**config.mk**
```make
export PLATFORM = sky130hd
export DESIGN_NAME = first_fit_shelf_packer
export DESIGN_NICKNAME = d
export VERILOG_FILES = /design/src/design/ffsp_pkg.sv /design/src/design/ffsp_ctrl.sv /design/src/design/ffsp_dpath.sv /design/src/design/first_fit_shelf_packer.sv
export SDC_FILE = /design/constraint.sdc
export NUM_CORES = 2
export LEC_CHECK = 0
export BUFFER_PORTS_ARGS = -buffer_cell sky130_fd_sc_hd__buf_4
export CAP_MARGIN = 0
export CORE_AREA = 4 4 417 419
export CTS_CLUSTER_DIAMETER = 120
export DETAILED_ROUTE_END_ITERATION = 10
export DIE_AREA = 0 0 421 423
export PLACE_DENSITY_LB_ADDON = 0.2
export SKIP_CTS_REPAIR_TIMING = 1
export SYNTH_ARGS = -nofsm -noshare
export SYNTH_HDL_FRONTEND = slang
export SYNTH_SLANG_ARGS = --single-unit
export TNS_END_PERCENT = 50
```
**constraint.sdc**
```tcl
create_clock -name i_clk -period 7.4 [get_ports i_clk]
set_clock_uncertainty 0.05 [all_clocks]
set_input_delay 1.11 -clock i_clk [delete_from_list [all_inputs] [get_ports i_clk]]
set_output_delay 1.11 -clock i_clk [all_outputs]
set_load 0.01 [all_outputs]
```
**src/design/ffsp_pkg.sv**
```systemverilog
// Shared types, constants and codes of the first-fit shelf packer.
package ffsp_pkg;

    localparam int MAX_LEVELS = 64;
    localparam int LVL_W      = $clog2(MAX_LEVELS);
    localparam int CNT_W      = $clog2(MAX_LEVELS + 1);
    localparam int DIM_W      = 16;
    localparam int SUM_W      = 22;

    localparam logic [DIM_W-1:0] MAX_WIDTH_RST = 16'd1024;

    localparam logic       MODE_PLACE  = 1'b0;
    localparam logic       MODE_FINISH = 1'b1;

    localparam logic [1:0] ST_OK   = 2'd0;
    localparam logic [1:0] ST_BAD  = 2'd1;
    localparam logic [1:0] ST_FULL = 2'd2;

    // sources for the pending place/empty-finish result
    localparam logic [2:0] PEND_BAD   = 3'd0;
    localparam logic [2:0] PEND_FULL  = 3'd1;
    localparam logic [2:0] PEND_EMPTY = 3'd2;
    localparam logic [2:0] PEND_NEW   = 3'd3;
    localparam logic [2:0] PEND_FIT   = 3'd4;

    typedef struct packed {
        logic             mode;
        logic [DIM_W-1:0] rect_width;
        logic [DIM_W-1:0] rect_height;
    } t_in_beat;

    typedef struct packed {
        logic [LVL_W-1:0] level_index;
        logic [DIM_W-1:0] x_offset;
        logic [SUM_W-1:0] floor_y;
        logic [1:0]       status;
        logic [DIM_W-1:0] sheet_width;
        logic [SUM_W-1:0] sheet_height;
        logic             last;
    } t_out_beat;

    typedef struct packed {
        logic       latch;
        logic       idx_clr;
        logic       idx_inc;
        logic       rd_next;
        logic       pend_ld;
        logic [2:0] pend_sel;
        logic       tot_clr;
        logic       tot_acc;
        logic       fy_clr;
        logic       emit;
        logic       post;
        logic       clear_sheet;
    } t_cmd;

    typedef struct packed {
        logic is_finish;
        logic bad;
        logic cnt_zero;
        logic fits;
        logic at_last;
        logic tbl_full;
        logic out_free;
    } t_stat;

endpackage

```
**src/design/ffsp_ctrl.sv**
```systemverilog
// Controller state machine of the first-fit shelf packer.
module ffsp_ctrl (
    input  logic           i_clk,
    input  logic           i_rst_n,
    input  logic           i_in_valid,
    input  ffsp_pkg::t_stat i_stat,
    output ffsp_pkg::t_cmd  o_cmd,
    output logic           o_in_stall
);
    import ffsp_pkg::*;

    localparam logic [2:0] S_IDLE   = 3'd0;
    localparam logic [2:0] S_DECODE = 3'd1;
    localparam logic [2:0] S_SCAN   = 3'd2;
    localparam logic [2:0] S_SUM    = 3'd3;
    localparam logic [2:0] S_FREAD  = 3'd4;
    localparam logic [2:0] S_FEMIT  = 3'd5;
    localparam logic [2:0] S_POST   = 3'd6;

    logic [2:0] r_state;
    logic [2:0] n_state;

    always_ff @(posedge i_clk) begin
        if (!i_rst_n) begin
            r_state <= S_IDLE;
        end else begin
            r_state <= n_state;
        end
    end

    always_comb begin
        n_state = r_state;
        o_cmd   = '0;
        unique case (r_state)
            S_IDLE: begin
                if (i_in_valid) begin
                    o_cmd.latch   = 1'b1;
                    o_cmd.idx_clr = 1'b1;
                    n_state       = S_DECODE;
                end
            end
            S_DECODE: begin
                if (i_stat.is_finish) begin
                    if (i_stat.cnt_zero) begin
                        o_cmd.pend_ld     = 1'b1;
                        o_cmd.pend_sel    = PEND_EMPTY;
                        o_cmd.clear_sheet = 1'b1;
                        n_state           = S_POST;
                    end else begin
                        o_cmd.tot_clr = 1'b1;
                        n_state       = S_SUM;
                    end
                end else if (i_stat.bad) begin
                    o_cmd.pend_ld  = 1'b1;
                    o_cmd.pend_sel = PEND_BAD;
                    n_state        = S_POST;
                end else if (i_stat.cnt_zero) begin
                    o_cmd.pend_ld  = 1'b1;
                    o_cmd.pend_sel = PEND_NEW;
                    n_state        = S_POST;
                end else begin
                    n_state = S_SCAN;
                end
            end
            S_SCAN: begin
                o_cmd.rd_next = 1'b1;
                if (i_stat.fits) begin
                    o_cmd.pend_ld  = 1'b1;
                    o_cmd.pend_sel = PEND_FIT;
                    n_state        = S_POST;
                end else if (i_stat.at_last) begin
                    o_cmd.pend_ld  = 1'b1;
                    o_cmd.pend_sel = i_stat.tbl_full ? PEND_FULL : PEND_NEW;
                    n_state        = S_POST;
                end else begin
                    o_cmd.idx_inc = 1'b1;
                end
            end
            S_SUM: begin
                o_cmd.rd_next = 1'b1;
                o_cmd.tot_acc = 1'b1;
                if (i_stat.at_last) begin
                    o_cmd.idx_clr = 1'b1;
                    o_cmd.fy_clr  = 1'b1;
                    n_state       = S_FREAD;
                end else begin
                    o_cmd.idx_inc = 1'b1;
                end
            end
            S_FREAD: begin
                n_state = S_FEMIT;
            end
            S_FEMIT: begin
                if (i_stat.out_free) begin
                    o_cmd.emit = 1'b1;
                    if (i_stat.at_last) begin
                        o_cmd.clear_sheet = 1'b1;
                        n_state           = S_IDLE;
                    end else begin
                        o_cmd.idx_inc = 1'b1;
                        n_state       = S_FREAD;
                    end
                end
            end
            S_POST: begin
                if (i_stat.out_free) begin
                    o_cmd.post = 1'b1;
                    n_state    = S_IDLE;
                end
            end
            default: begin
                n_state = S_IDLE;
            end
        endcase
    end

    assign o_in_stall = (r_state != S_IDLE);

endmodule

```
**src/design/ffsp_dpath.sv**
```systemverilog
// Datapath of the first-fit shelf packer: level tables, counters and output register.
module ffsp_dpath (
    input  logic               i_clk,
    input  logic               i_rst_n,
    input  ffsp_pkg::t_cmd     i_cmd,
    output ffsp_pkg::t_stat    o_stat,
    input  ffsp_pkg::t_in_beat i_in_beat,
    input  logic               i_cfg_we,
    input  logic [15:0]        i_cfg_data,
    input  logic               i_out_stall,
    output logic               o_out_valid,
    output ffsp_pkg::t_out_beat o_out_beat
);
    import ffsp_pkg::*;

    logic [DIM_W-1:0] mem_end [MAX_LEVELS];
    logic [DIM_W-1:0] mem_hgt [MAX_LEVELS];
    logic [DIM_W-1:0] r_end_q;
    logic [DIM_W-1:0] r_hgt_q;

    logic [DIM_W-1:0] r_max_width;
    logic [CNT_W-1:0] r_count;
    logic [CNT_W-1:0] n_count;
    logic [DIM_W-1:0] r_widest;
    logic [DIM_W-1:0] n_widest;
    logic [LVL_W-1:0] r_idx;
    logic [LVL_W-1:0] n_idx;
    logic             r_out_vld;
    logic             n_out_vld;

    logic             r_mode;
    logic [DIM_W-1:0] r_w;
    logic [DIM_W-1:0] r_h;
    logic [SUM_W-1:0] r_total;
    logic [SUM_W-1:0] r_fy;
    t_out_beat        r_pend;
    t_out_beat        n_pend;
    t_out_beat        r_out;
    t_out_beat        floor_beat;

    logic [LVL_W-1:0] rd_addr;
    logic             wr_en;
    logic [LVL_W-1:0] wr_addr;
    logic [DIM_W-1:0] wr_end;
    logic [DIM_W-1:0] wr_hgt;
    logic [DIM_W:0]   ex;
    logic [DIM_W-1:0] hgt_max;
    logic [DIM_W-1:0] new_wide;
    logic [DIM_W-1:0] fit_wide;
    logic [CNT_W-1:0] idx_p1;

    assign idx_p1   = {1'b0, r_idx} + CNT_W'(1);
    assign ex       = {1'b0, r_end_q} + {1'b0, r_w};
    assign hgt_max  = (r_h > r_hgt_q) ? r_h : r_hgt_q;
    assign new_wide = (r_w > r_widest) ? r_w : r_widest;
    assign fit_wide = (ex[DIM_W-1:0] > r_widest) ? ex[DIM_W-1:0] : r_widest;
    assign rd_addr  = i_cmd.rd_next ? idx_p1[LVL_W-1:0] : r_idx;

    // status back to the controller
    assign o_stat.is_finish = (r_mode == MODE_FINISH);
    assign o_stat.bad       = (r_w == '0) || (r_h == '0) || (r_w > r_max_width);
    assign o_stat.cnt_zero  = (r_count == '0);
    assign o_stat.fits      = (ex <= {1'b0, r_max_width});
    assign o_stat.at_last   = (idx_p1 == r_count);
    assign o_stat.tbl_full  = (r_count == CNT_W'(MAX_LEVELS));
    assign o_stat.out_free  = !r_out_vld || !i_out_stall;

    always_comb begin
        n_pend  = '0;
        wr_en   = 1'b0;
        wr_addr = r_idx;
        wr_end  = ex[DIM_W-1:0];
        wr_hgt  = hgt_max;
        unique case (i_cmd.pend_sel)
            PEND_BAD: begin
                n_pend.status      = ST_BAD;
                n_pend.sheet_width = r_widest;
                n_pend.last        = 1'b1;
            end
            PEND_FULL: begin
                n_pend.status      = ST_FULL;
                n_pend.sheet_width = r_widest;
                n_pend.last        = 1'b1;
            end
            PEND_EMPTY: begin
                n_pend.last = 1'b1;
            end
            PEND_NEW: begin
                n_pend.level_index = r_count[LVL_W-1:0];
                n_pend.status      = ST_OK;
                n_pend.sheet_width = new_wide;
                n_pend.last        = 1'b1;
                wr_en              = i_cmd.pend_ld;
                wr_addr            = r_count[LVL_W-1:0];
                wr_end             = r_w;
                wr_hgt             = r_h;
            end
            PEND_FIT: begin
                n_pend.level_index = r_idx;
                n_pend.x_offset    = r_end_q;
                n_pend.status      = ST_OK;
                n_pend.sheet_width = fit_wide;
                n_pend.last        = 1'b1;
                wr_en              = i_cmd.pend_ld;
            end
            default: begin
                n_pend = '0;
            end
        endcase
    end

    always_comb begin
        floor_beat              = '0;
        floor_beat.level_index  = r_idx;
        floor_beat.floor_y      = r_fy;
        floor_beat.status       = ST_OK;
        floor_beat.sheet_width  = r_widest;
        floor_beat.sheet_height = r_total;
        floor_beat.last         = o_stat.at_last;
    end

    always_comb begin
        n_count  = r_count;
        n_widest = r_widest;
        n_idx    = r_idx;
        if (i_cmd.pend_ld && (i_cmd.pend_sel == PEND_NEW)) begin
            n_count  = r_count + CNT_W'(1);
            n_widest = new_wide;
        end else if (i_cmd.pend_ld && (i_cmd.pend_sel == PEND_FIT)) begin
            n_widest = fit_wide;
        end
        if (i_cmd.clear_sheet) begin
            n_count  = '0;
            n_widest = '0;
        end
        if (i_cmd.idx_clr) begin
            n_idx = '0;
        end else if (i_cmd.idx_inc) begin
            n_idx = idx_p1[LVL_W-1:0];
        end
        n_out_vld = (r_out_vld && i_out_stall) || i_cmd.post || i_cmd.emit;
    end

    always_ff @(posedge i_clk) begin
        if (!i_rst_n) begin
            r_max_width <= MAX_WIDTH_RST;
            r_count     <= '0;
            r_widest    <= '0;
            r_idx       <= '0;
            r_out_vld   <= 1'b0;
        end else begin
            if (i_cfg_we) begin
                r_max_width <= i_cfg_data;
            end
            r_count   <= n_count;
            r_widest  <= n_widest;
            r_idx     <= n_idx;
            r_out_vld <= n_out_vld;
        end
    end

    always_ff @(posedge i_clk) begin
        if (i_cmd.latch) begin
            r_mode <= i_in_beat.mode;
            r_w    <= i_in_beat.rect_width;
            r_h    <= i_in_beat.rect_height;
        end
        if (i_cmd.tot_clr) begin
            r_total <= '0;
        end else if (i_cmd.tot_acc) begin
            r_total <= r_total + SUM_W'(r_hgt_q);
        end
        if (i_cmd.fy_clr) begin
            r_fy <= '0;
        end else if (i_cmd.emit) begin
            r_fy <= r_fy + SUM_W'(r_hgt_q);
        end
        if (i_cmd.pend_ld) begin
            r_pend <= n_pend;
        end
        if (i_cmd.post) begin
            r_out <= r_pend;
        end else if (i_cmd.emit) begin
            r_out <= floor_beat;
        end
    end

    // level tables: one write and one registered read a cycle
    always_ff @(posedge i_clk) begin
        if (wr_en) begin
            mem_end[wr_addr] <= wr_end;
            mem_hgt[wr_addr] <= wr_hgt;
        end
        r_end_q <= mem_end[rd_addr];
        r_hgt_q <= mem_hgt[rd_addr];
    end

    assign o_out_valid = r_out_vld;
    assign o_out_beat  = r_out;

endmodule

```
**src/design/first_fit_shelf_packer.sv**
```systemverilog
// Top level of the first-fit shelf packer: controller, datapath and checks.
//
// Usage: items arrive on the input channel (i_in_valid / o_in_stall, payload
// i_in_beat) and results leave on the output channel (o_out_valid /
// i_out_stall, payload o_out_beat). A beat moves on an edge with valid high
// and stall low. max_width is written through i_cfg_we / i_cfg_data, by the
// user only while idle: the block does not enforce it. One item is in work
// at a time; a finished result waits in the output register, so the next
// item is taken while that beat is still stalled. Place: accept (IDLE) and
// decode (DECODE), then a first-fit scan, one level per cycle, through the
// level table read port (at most 64), then the result to the output register.
// Finish with n > 0 levels: heights summed one level per cycle (SUM), then each
// level read (FREAD) and emitted (FEMIT) as one floor beat, the last flagged.
// Reset (synchronous, active low) empties the level table by clearing the
// level count and widest end, and sets max_width to 1024; the table
// contents are not cleared and need no clearing pass.
// A stalled receiver holds the current beat; the block then waits with its
// next result and does not drop or repeat any beat.
module first_fit_shelf_packer (
    input  logic                i_clk,
    input  logic                i_rst_n,
    input  logic                i_in_valid,
    output logic                o_in_stall,
    input  ffsp_pkg::t_in_beat  i_in_beat,
    output logic                o_out_valid,
    input  logic                i_out_stall,
    output ffsp_pkg::t_out_beat o_out_beat,
    input  logic                i_cfg_we,
    input  logic [15:0]         i_cfg_data
);
    import ffsp_pkg::*;

    t_cmd  cmd;
    t_stat stat;

    // sequencer: scan, sum and emit passes
    ffsp_ctrl u_ctrl (
        .i_clk      (i_clk),
        .i_rst_n    (i_rst_n),
        .i_in_valid (i_in_valid),
        .i_stat     (stat),
        .o_cmd      (cmd),
        .o_in_stall (o_in_stall)
    );

    // level tables, running sums and the output register
    ffsp_dpath u_dpath (
        .i_clk       (i_clk),
        .i_rst_n     (i_rst_n),
        .i_cmd       (cmd),
        .o_stat      (stat),
        .i_in_beat   (i_in_beat),
        .i_cfg_we    (i_cfg_we),
        .i_cfg_data  (i_cfg_data),
        .i_out_stall (i_out_stall),
        .o_out_valid (o_out_valid),
        .o_out_beat  (o_out_beat)
    );

    // never load the output register over a beat that is still held
    a_emit_free: assert property (@(posedge i_clk) disable iff (!i_rst_n)
        (cmd.emit || cmd.post) |-> stat.out_free)
        else $error("output register loaded while a stalled beat is held");

    // an accepted item keeps the input side stalled on the next cycle
    a_busy_after_accept: assert property (@(posedge i_clk) disable iff (!i_rst_n)
        (i_in_valid && !o_in_stall) |=> o_in_stall)
        else $error("input taken again straight after an accept");

    // error statuses only come from place items, which give one beat
    a_err_last: assert property (@(posedge i_clk) disable iff (!i_rst_n)
        (o_out_valid && (o_out_beat.status != ST_OK)) |-> o_out_beat.last)
        else $error("error status on a beat that is not last");

    // clearing the sheet empties the level count
    a_clear_count: assert property (@(posedge i_clk) disable iff (!i_rst_n)
        cmd.clear_sheet |=> stat.cnt_zero)
        else $error("level count not cleared after finish");

endmodule

```
; ---- After elaboration in Yosys (flattened, before gate mapping)
; Memories as Yosys holds them, arrays and structs flattened. A register that Yosys moved wholly into a read port is not among the register bits.
; Cells that the tools add are included.
[op_classes]
add_sub_neg = 5
n_lt_le_gt_ge = 5
n_eq_ne = 17
mux = 57
bitwise_logic = 1
n_reduce_logical = 24
[ops]
columns = operator, n
row1 = $mux 85, 2
row2 = $mux 16, 7
row3 = $pmux 18 s4, 1
row4 = $gt 16x16->1, 4
row5 = $add 22x16->22, 2
row6 = $mux 3, 11
row7 = $logic_not 16->1, 2
row8 = $mux 4, 6
row9 = $pmux 3 s7, 1
row10 = $mux 1, 19
row11 = $add 16x16->17, 1
row12 = $le 17x16->1, 1
row13 = $eq 3x2->1 const B, 4
row14 = $eq 3x3->1 const B, 4
row15 = $mux 6, 2
row16 = $pmux 6 s2, 1
row17 = $ne 2x2->1 const B, 4
row18 = $pmux 4 s2, 1
row19 = $reduce_or 2->1, 4
row20 = $add 6x1->7 const B, 1
row21 = $add 7x1->7 const B, 1
row22 = $eq 7x7->1, 1
row23 = $eq 7x7->1 const B, 1
row24 = $logic_not 7->1, 1
row25 = 14 further kinds, 27
[word_totals]
ff_bits = 252
ram_bits = 2048
inputBits = 54
output_inout_bits = 87
elab_cells = 134
memories = 2
[mem_list]
columns = memory, words, word_bits, read_ports, rd_clocked_by_memory_dff, wr, line_no
row1 = u_dpath.mem_end, 64, 16, 1, 1, 1, ffsp_dpath.sv:16  ; logic [DIM_W-1:0] mem_end [MAX_LEVELS];
row2 = u_dpath.mem_hgt, 64, 16, 1, 1, 1, ffsp_dpath.sv:17  ; logic [DIM_W-1:0] mem_hgt [MAX_LEVELS];

; ---- Longest topological paths before layout
[depth]
word_depth = 11
mapped_depth = 21
mapped_depth_nobuf = 19

; ---- Hierarchy
; Synthesis repeated with hierarchy kept, for this count alone.
[hier_totals]
hier_cells = 4465
area_unflattened_um2 = 93018.0
[by_module_without_submodules]
columns = module, n_inst, cells_per_inst, area_each_um2, seq_area_each_um2
row1 = ffsp_dpath, 1, 4410, 92648.9, 68715.9
row2 = ffsp_ctrl, 1, 55, 369.1, 60.1

; ---- Worst setup path before layout
; OpenSTA, ideal clock, no wires.
[synth_path]
path_kind = register to register
startpoint = reg u_dpath.r_w[0]
endpoint = mem u_dpath.mem_end[0][0] (data pin)
setup_time_ps = 702
arrival_ps = 6332
t_required_ps = 6648
slack_ps = 316
stages_incl_launch_ff = 17
path_buffers = 2
period_less_slack_ps = 7084
cell_sequence = edfxtp_1 > ha_1 > fa_1 > a211oi_1 > o21ai_1 > and3_1 > or3_1 > a21oi_1 > xnor2_1 > ha_1 > nand4_1 > o311ai_1 > a21o_1 > a31oi_1 > buf_2 > clkbuf_1 > o21ai_0
[synth_between]
elab_chain_cells = 8
word_cells_on_any_way = 12
cone_classes = add/sub: 1 / order compare: 2 / eq/ne: 1 / mux: 5 / reduce/logical: 3
[synth_rtl]
columns = element, line_no
row1 = "start, declared", ffsp_dpath.sv:32  ; logic [DIM_W-1:0] r_w;
row2 = "start signal, assigned", ffsp_dpath.sv:165  ; r_w <= i_in_beat.rect_width;
row3 = branches (longest 7 deep; another with $add 16x16->17), n/a
row4 = $mux 16 *, ffsp_dpath.sv:74  ; unique case (i_cmd.pend_sel)
row5 = net u_dpath.wr_end[0], ffsp_dpath.sv:44  ; logic [DIM_W-1:0] wr_end;
row6 = "end, declared", ffsp_dpath.sv:16
; Mark *: on every way through the listed nets, which the timed path passes.

; ---- Worst setup path after layout
[layout_path]
startpoint = reg u_dpath.r_w[0]
endpoint = mem u_dpath.mem_hgt[10][2] (enable)
[layout_between]
elab_chain_cells = 11
word_cells_on_any_way = 17
cone_classes = add/sub: 1 / order compare: 2 / eq/ne: 2 / mux: 8 / reduce/logical: 4
[layout_rtl]
columns = element, line_no
row1 = branches (longest 5 deep; another with $add 16x16->17), n/a
row2 = $pmux 4 s2 *, ffsp_ctrl.sv:34  ; unique case (r_state)
row3 = $eq 3x3->1 / $eq 3x2->1 (equally long branches), ffsp_dpath.sv:74
row4 = $reduce_or 2->1 (no source line), n/a
row5 = $mux 1, ffsp_dpath.sv:74
row6 = $mux 1, ffsp_dpath.sv:190  ; if (wr_en) begin
row7 = $mux 1 (not written as such), ffsp_dpath.sv:192  ; mem_hgt[wr_addr] <= wr_hgt;
row8 = "end, declared", ffsp_dpath.sv:17
; Mark *: on every way between the ends.

==> run_summary.xml <==
<?xml version="1.0" encoding="UTF-8"?>
<metrics>
  <group name="global_route">
    <metric name="tot_gr_track_use" unit="%">24.3</metric>
    <metric name="pin_count_of_the_biggest_net_entering_global_routing" unit="">134</metric>
    <metric name="grt_first_pass_wirelength" unit="mm">317</metric>
    <metric name="antenna_found_initial" unit="">12</metric>
    <metric name="number_of_global_route_vias_before_repair" unit="">45400</metric>
    <metric name="grt.overflow.total" unit="">0</metric>
  </group>
  <group name="place">
    <metric name="port_buffers" unit="">140</metric>
    <metric name="routabilityCongestion" unit="">0.876</metric>
    <metric name="dp_hpwl" unit="mm">131</metric>
  </group>
  <group name="layout">
    <metric name="area_growth_synth_to_finish" unit="%">14.0</metric>
    <metric name="drive_gt1_share" unit="%">28.6</metric>
    <metric name="design.final.nets" unit="">5009</metric>
    <metric name="finish.utilization" unit="%">62.2</metric>
  </group>
  <group name="route">
    <metric name="drt-wirelength-per-cell" unit="um">29.6</metric>
    <metric name="drc_violations_left" unit="">0</metric>
    <metric name="finalWirelength" unit="mm">215</metric>
    <metric name="dr.first_iter.drc_count" unit="">5268</metric>
    <metric name="ant_nets" unit="">0</metric>
    <metric name="detailroute.via_count" unit="">45800</metric>
    <metric name="post_drt_via_cell_ratio" unit="">6.32</metric>
    <metric name="detailed_router_iteration_count_before_antenna_repair" unit="">8</metric>
  </group>
  <group name="synthesis">
    <metric name="postSynth.topFlopCell" unit="">sky130_fd_sc_hd__edfxtp_1</metric>
    <metric name="synth_top_family_by_area" unit="">multiplexers</metric>
    <metric name="synthesis.area" unit="um2">93100</metric>
    <metric name="synth.yosys.warnings" unit="">0</metric>
    <metric name="synth.mux.area_fraction" unit="%">16.7</metric>
    <metric name="xor_and_xnor_area_share_after_synthesis" unit="%">0.613</metric>
    <metric name="synth_compound_gate_area_share" unit="%">2.52</metric>
    <metric name="post_synth.cell_area_avg" unit="um2">20.7</metric>
    <metric name="synth.yosys.seq_area_share" unit="%">73.9</metric>
    <metric name="syn_nets" unit="">4693</metric>
    <metric name="synth_adder_area_share" unit="%">1.82</metric>
    <metric name="synth_cell_type_count" unit="">78</metric>
    <metric name="post_synth_and_or_nand_nor_area_fraction" unit="%">3.21</metric>
    <metric name="post_synth_inst_count" unit="">4505</metric>
    <metric name="synth-edff-count" unit="">2207</metric>
    <metric name="synth_async_sr_flop_share" unit="%">0</metric>
    <metric name="synth_seq_cells" unit="">2332</metric>
  </group>
  <group name="clock_network">
    <metric name="htree_levels" unit="">4</metric>
    <metric name="cts_inserted_buffers" unit="">226</metric>
    <metric name="cts-root-buf" unit="">sky130_fd_sc_hd__clkbuf_16</metric>
    <metric name="clk_path_buf_depth" unit="">3</metric>
    <metric name="cts.sinks" unit="">2332</metric>
    <metric name="insertion_delay" unit="ps">850</metric>
    <metric name="cts.reportedPaths.clkPinSlew" unit="ps">60</metric>
    <metric name="cts_tree" unit="">yes</metric>
  </group>
  <group name="floorplanning">
    <metric name="initial_utilization" unit="%">54.6</metric>
    <metric name="die_h" unit="um">423</metric>
    <metric name="core_area" unit="um2">171000</metric>
    <metric name="num_rows" unit="">152</metric>
    <metric name="io-pin-count" unit="">141</metric>
    <metric name="floorplan.die_area" unit="um2">178000</metric>
    <metric name="die-width" unit="um">421</metric>
  </group>
  <group name="sta">
    <metric name="report.final.setup_viol" unit="">0</metric>
    <metric name="period_minus_slack" unit="ps">6560</metric>
    <metric name="maxClockFrequency" unit="MHz">152</metric>
    <metric name="slew_headroom" unit="%">18.7</metric>
    <metric name="final.period_utilization" unit="%">88.6</metric>
    <metric name="fin_setup_tns" unit="ps">0</metric>
    <metric name="drv_slew" unit="">0</metric>
    <metric name="rsz_0062_raised_after_global_routing" unit="">false</metric>
    <metric name="worst_pin_slew" unit="ps">1220</metric>
    <metric name="final_hold_viol_count" unit="">0</metric>
  </group>
  <group name="worst_setup_path">
    <metric name="crit_type" unit="">reg2reg</metric>
    <metric name="timing.critical_path.fanout_max" unit="">32</metric>
    <metric name="worst_r2r_path_depth" unit="">20</metric>
    <metric name="cp_data_arrival_time" unit="ps">7040</metric>
    <metric name="worst_ep_required_time" unit="ps">7880</metric>
    <metric name="setup.worst_path.end_class" unit="">register</metric>
    <metric name="worst_setup_start_kind" unit="">register</metric>
  </group>
  <group name="run_status">
    <metric name="status" unit="">completed</metric>
  </group>
  <group name="power">
    <metric name="power_leakage" unit="nW">34.9</metric>
    <metric name="power.density_cell_area" unit="nW/um2">448</metric>
    <metric name="irDropWorstVdd" unit="mV">0.556</metric>
  </group>
  <group name="flow_run">
    <metric name="drv_cap" unit="">0</metric>
  </group>
  <group name="min_path">
    <metric name="worstHoldPathType" unit="">in2reg</metric>
    <metric name="holdPathStages" unit="">1</metric>
  </group>
</metrics>
[registers in the layout (all words and copies together) (netlist names), 22 cells and up]
register / flops
u_dpath.mem_end: 1024
u_dpath.mem_hgt: 1024
u_dpath.o_out_beat: 85
u_dpath.r_fy: 22
u_dpath.r_pend: 41
u_dpath.r_total: 22
[through the flow]
stage / cells / hold WS [ps] / setup slack [ps] / total power [mW] / cell area, um2
final: 7251 / 399 / 841 / 47.5 / 106000
after floorplan: 4505 / 379 / 316 / 30.2 / 93100
after global placement: 6826 / 394 / 989 / 35.6 / 98400
after CTS: 7250 / 333 / 889 / 47.8 / 106000
after global routing: 7250 / 350 / 426 / 49.6 / 106000
after detailed placement: 6826 / 398 / 879 / 36.0 / 98400
[final cells by class]
type	instances	area, um2
clock inverter	154	1870
antenna	1	2.50
fill	11600	64500
multi-input combinational	1890	23800
tap	2233	2790
clock buffer	270	5860
inverter	69	259
sequential	2332	68800
timing repair buffer	302	2760
[worst max-delay path, cell delays in order, from the launching register on]
cell and delay, ps:
sky130_fd_sc_hd__edfxtp_1 450, sky130_fd_sc_hd__ha_1 260, sky130_fd_sc_hd__fa_1 420, sky130_fd_sc_hd__a211oi_1 290, sky130_fd_sc_hd__o21ai_1 180, sky130_fd_sc_hd__and2_1 210
sky130_fd_sc_hd__a21oi_1 180, sky130_fd_sc_hd__xnor2_1 160, sky130_fd_sc_hd__ha_1 330, sky130_fd_sc_hd__nand4_1 170, sky130_fd_sc_hd__nor3_1 210, sky130_fd_sc_hd__a2111oi_0 80
sky130_fd_sc_hd__buf_4 150, sky130_fd_sc_hd__o311ai_1 550, sky130_fd_sc_hd__a21oi_1 280, sky130_fd_sc_hd__o21bai_4 490, sky130_fd_sc_hd__nor2_1 100, sky130_fd_sc_hd__a32oi_2 950
sky130_fd_sc_hd__buf_4 320, sky130_fd_sc_hd__nor2_4 50, sky130_fd_sc_hd__buf_4 330
[placed cells by master, fill, tap and decap left out, types with 13 or more instances in the layout]
master and n:
sky130_fd_sc_hd__xor2_1 20, sky130_fd_sc_hd__nor2b_1 73, sky130_fd_sc_hd__bufinv_16 37, sky130_fd_sc_hd__o21ai_0 61, sky130_fd_sc_hd__a21oi_1 96, sky130_fd_sc_hd__buf_12 39, sky130_fd_sc_hd__clkbuf_16 227, sky130_fd_sc_hd__nand2_1 168
sky130_fd_sc_hd__xnor2_1 37, sky130_fd_sc_hd__a211oi_1 32, sky130_fd_sc_hd__mux2_2 20, sky130_fd_sc_hd__nand3_1 30, sky130_fd_sc_hd__nor3_1 29, sky130_fd_sc_hd__mux4_2 655, sky130_fd_sc_hd__dfxtp_1 125, sky130_fd_sc_hd__clkinv_2 46
sky130_fd_sc_hd__clkbuf_1 41, sky130_fd_sc_hd__nor2_1 104, sky130_fd_sc_hd__buf_4 263, sky130_fd_sc_hd__inv_1 69, sky130_fd_sc_hd__nor4_1 13, sky130_fd_sc_hd__clkinv_1 41, sky130_fd_sc_hd__nor2_4 57, sky130_fd_sc_hd__a31oi_1 14
sky130_fd_sc_hd__and2_1 50, sky130_fd_sc_hd__edfxtp_1 2207, sky130_fd_sc_hd__a21o_1 21, sky130_fd_sc_hd__nand4_1 24, sky130_fd_sc_hd__ha_1 131, sky130_fd_sc_hd__mux2i_1 47
[report_power, final]
part,leakage (nW),total (mW),internal [mW],switching (mW)
clock,3.75,11.9,6.95,4.93
sequential,21.0,20.0,19.5,0.497
combinational,10.2,15.6,5.70,9.90
total,34.9,47.5,32.2,15.3
[routing by layer]
| layer | share of wire [%] | wire (um) | track usage, % | up-vias |
|---|---|---|---|---|
| li1 | - | - | - | 19300 |
| met1 | 42 | 90900 | 36.4 | 24300 |
| met2 | 48 | 103000 | 37.8 | 1952 |
| met3 | 7.9 | 17000 | 4.56 | 259 |
| met4 | 1.9 | 4180 | 5.37 | 0 |
| met5 | 0 | 0 | 0 | - |
[synth_stat cells (all sizes together), types with 4 or more instances]
library cell     n  area share (%)
o22ai            5           0.034
nor2           161            0.65
a211oi          33            0.27
nand3           31            0.17
a221oi           9            0.12
nor2b           81            0.54
nor4            13           0.087
nor3            29            0.16
a2111oi          4           0.044
xor2            22            0.21
clkbuf         114            0.46
inv             69            0.28
a21oi          101            0.56
edfxtp        2207              71
mux4           655              16
a21o            21            0.17
or3             11           0.074
a31oi           20            0.13
a21bo            5           0.054
o31ai            7           0.056
dfxtp          125             2.7
o21ai           64            0.34
nand4           24            0.16
xnor2           41            0.41
o21bai           7           0.069
buf            100            0.55
o21a             8           0.065
mux2            27            0.33
a221o            9           0.097
and3             9           0.060
and2            50            0.34
a211o            9           0.085
nand2b          11           0.074
ha             131             1.8
mux2i           47            0.51
o211ai          12           0.097
nor3b            4           0.032
nand2          176            0.71
[logic make-up (layout without fill, tap and decap cells)]
group | count (synthesis) | after routing
AO/OA/AOI/OAI | 346 | 346
XOR/XNOR | 63 | 63
adder cells (fa/ha/maj) | 134 | 134
buffers and inverters | 283 | 795
flip-flops | 2332 | 2332
multiplexers | 729 | 729
other | 1 | 2
AND/OR/NAND/NOR | 617 | 617
[path summary, 6_finish.rpt]
check                                                       from                               end  slack (ps)
worst max-delay path                    u_dpath.r_w[0]$_DFFE_PP_  u_dpath.mem_hgt[10][2]$_DFFE_PP_         840
worst min-delay path                                i_in_beat[7]          u_dpath.r_h[7]$_DFFE_PP_         400
worst max register to register          u_dpath.r_w[0]$_DFFE_PP_  u_dpath.mem_hgt[10][2]$_DFFE_PP_         840
worst min register to register  u_dpath.r_total[21]$_SDFFE_PP0N_  u_dpath.r_total[21]$_SDFFE_PP0N_         400
Note: power is estimated with default switching activity, not from simulation.
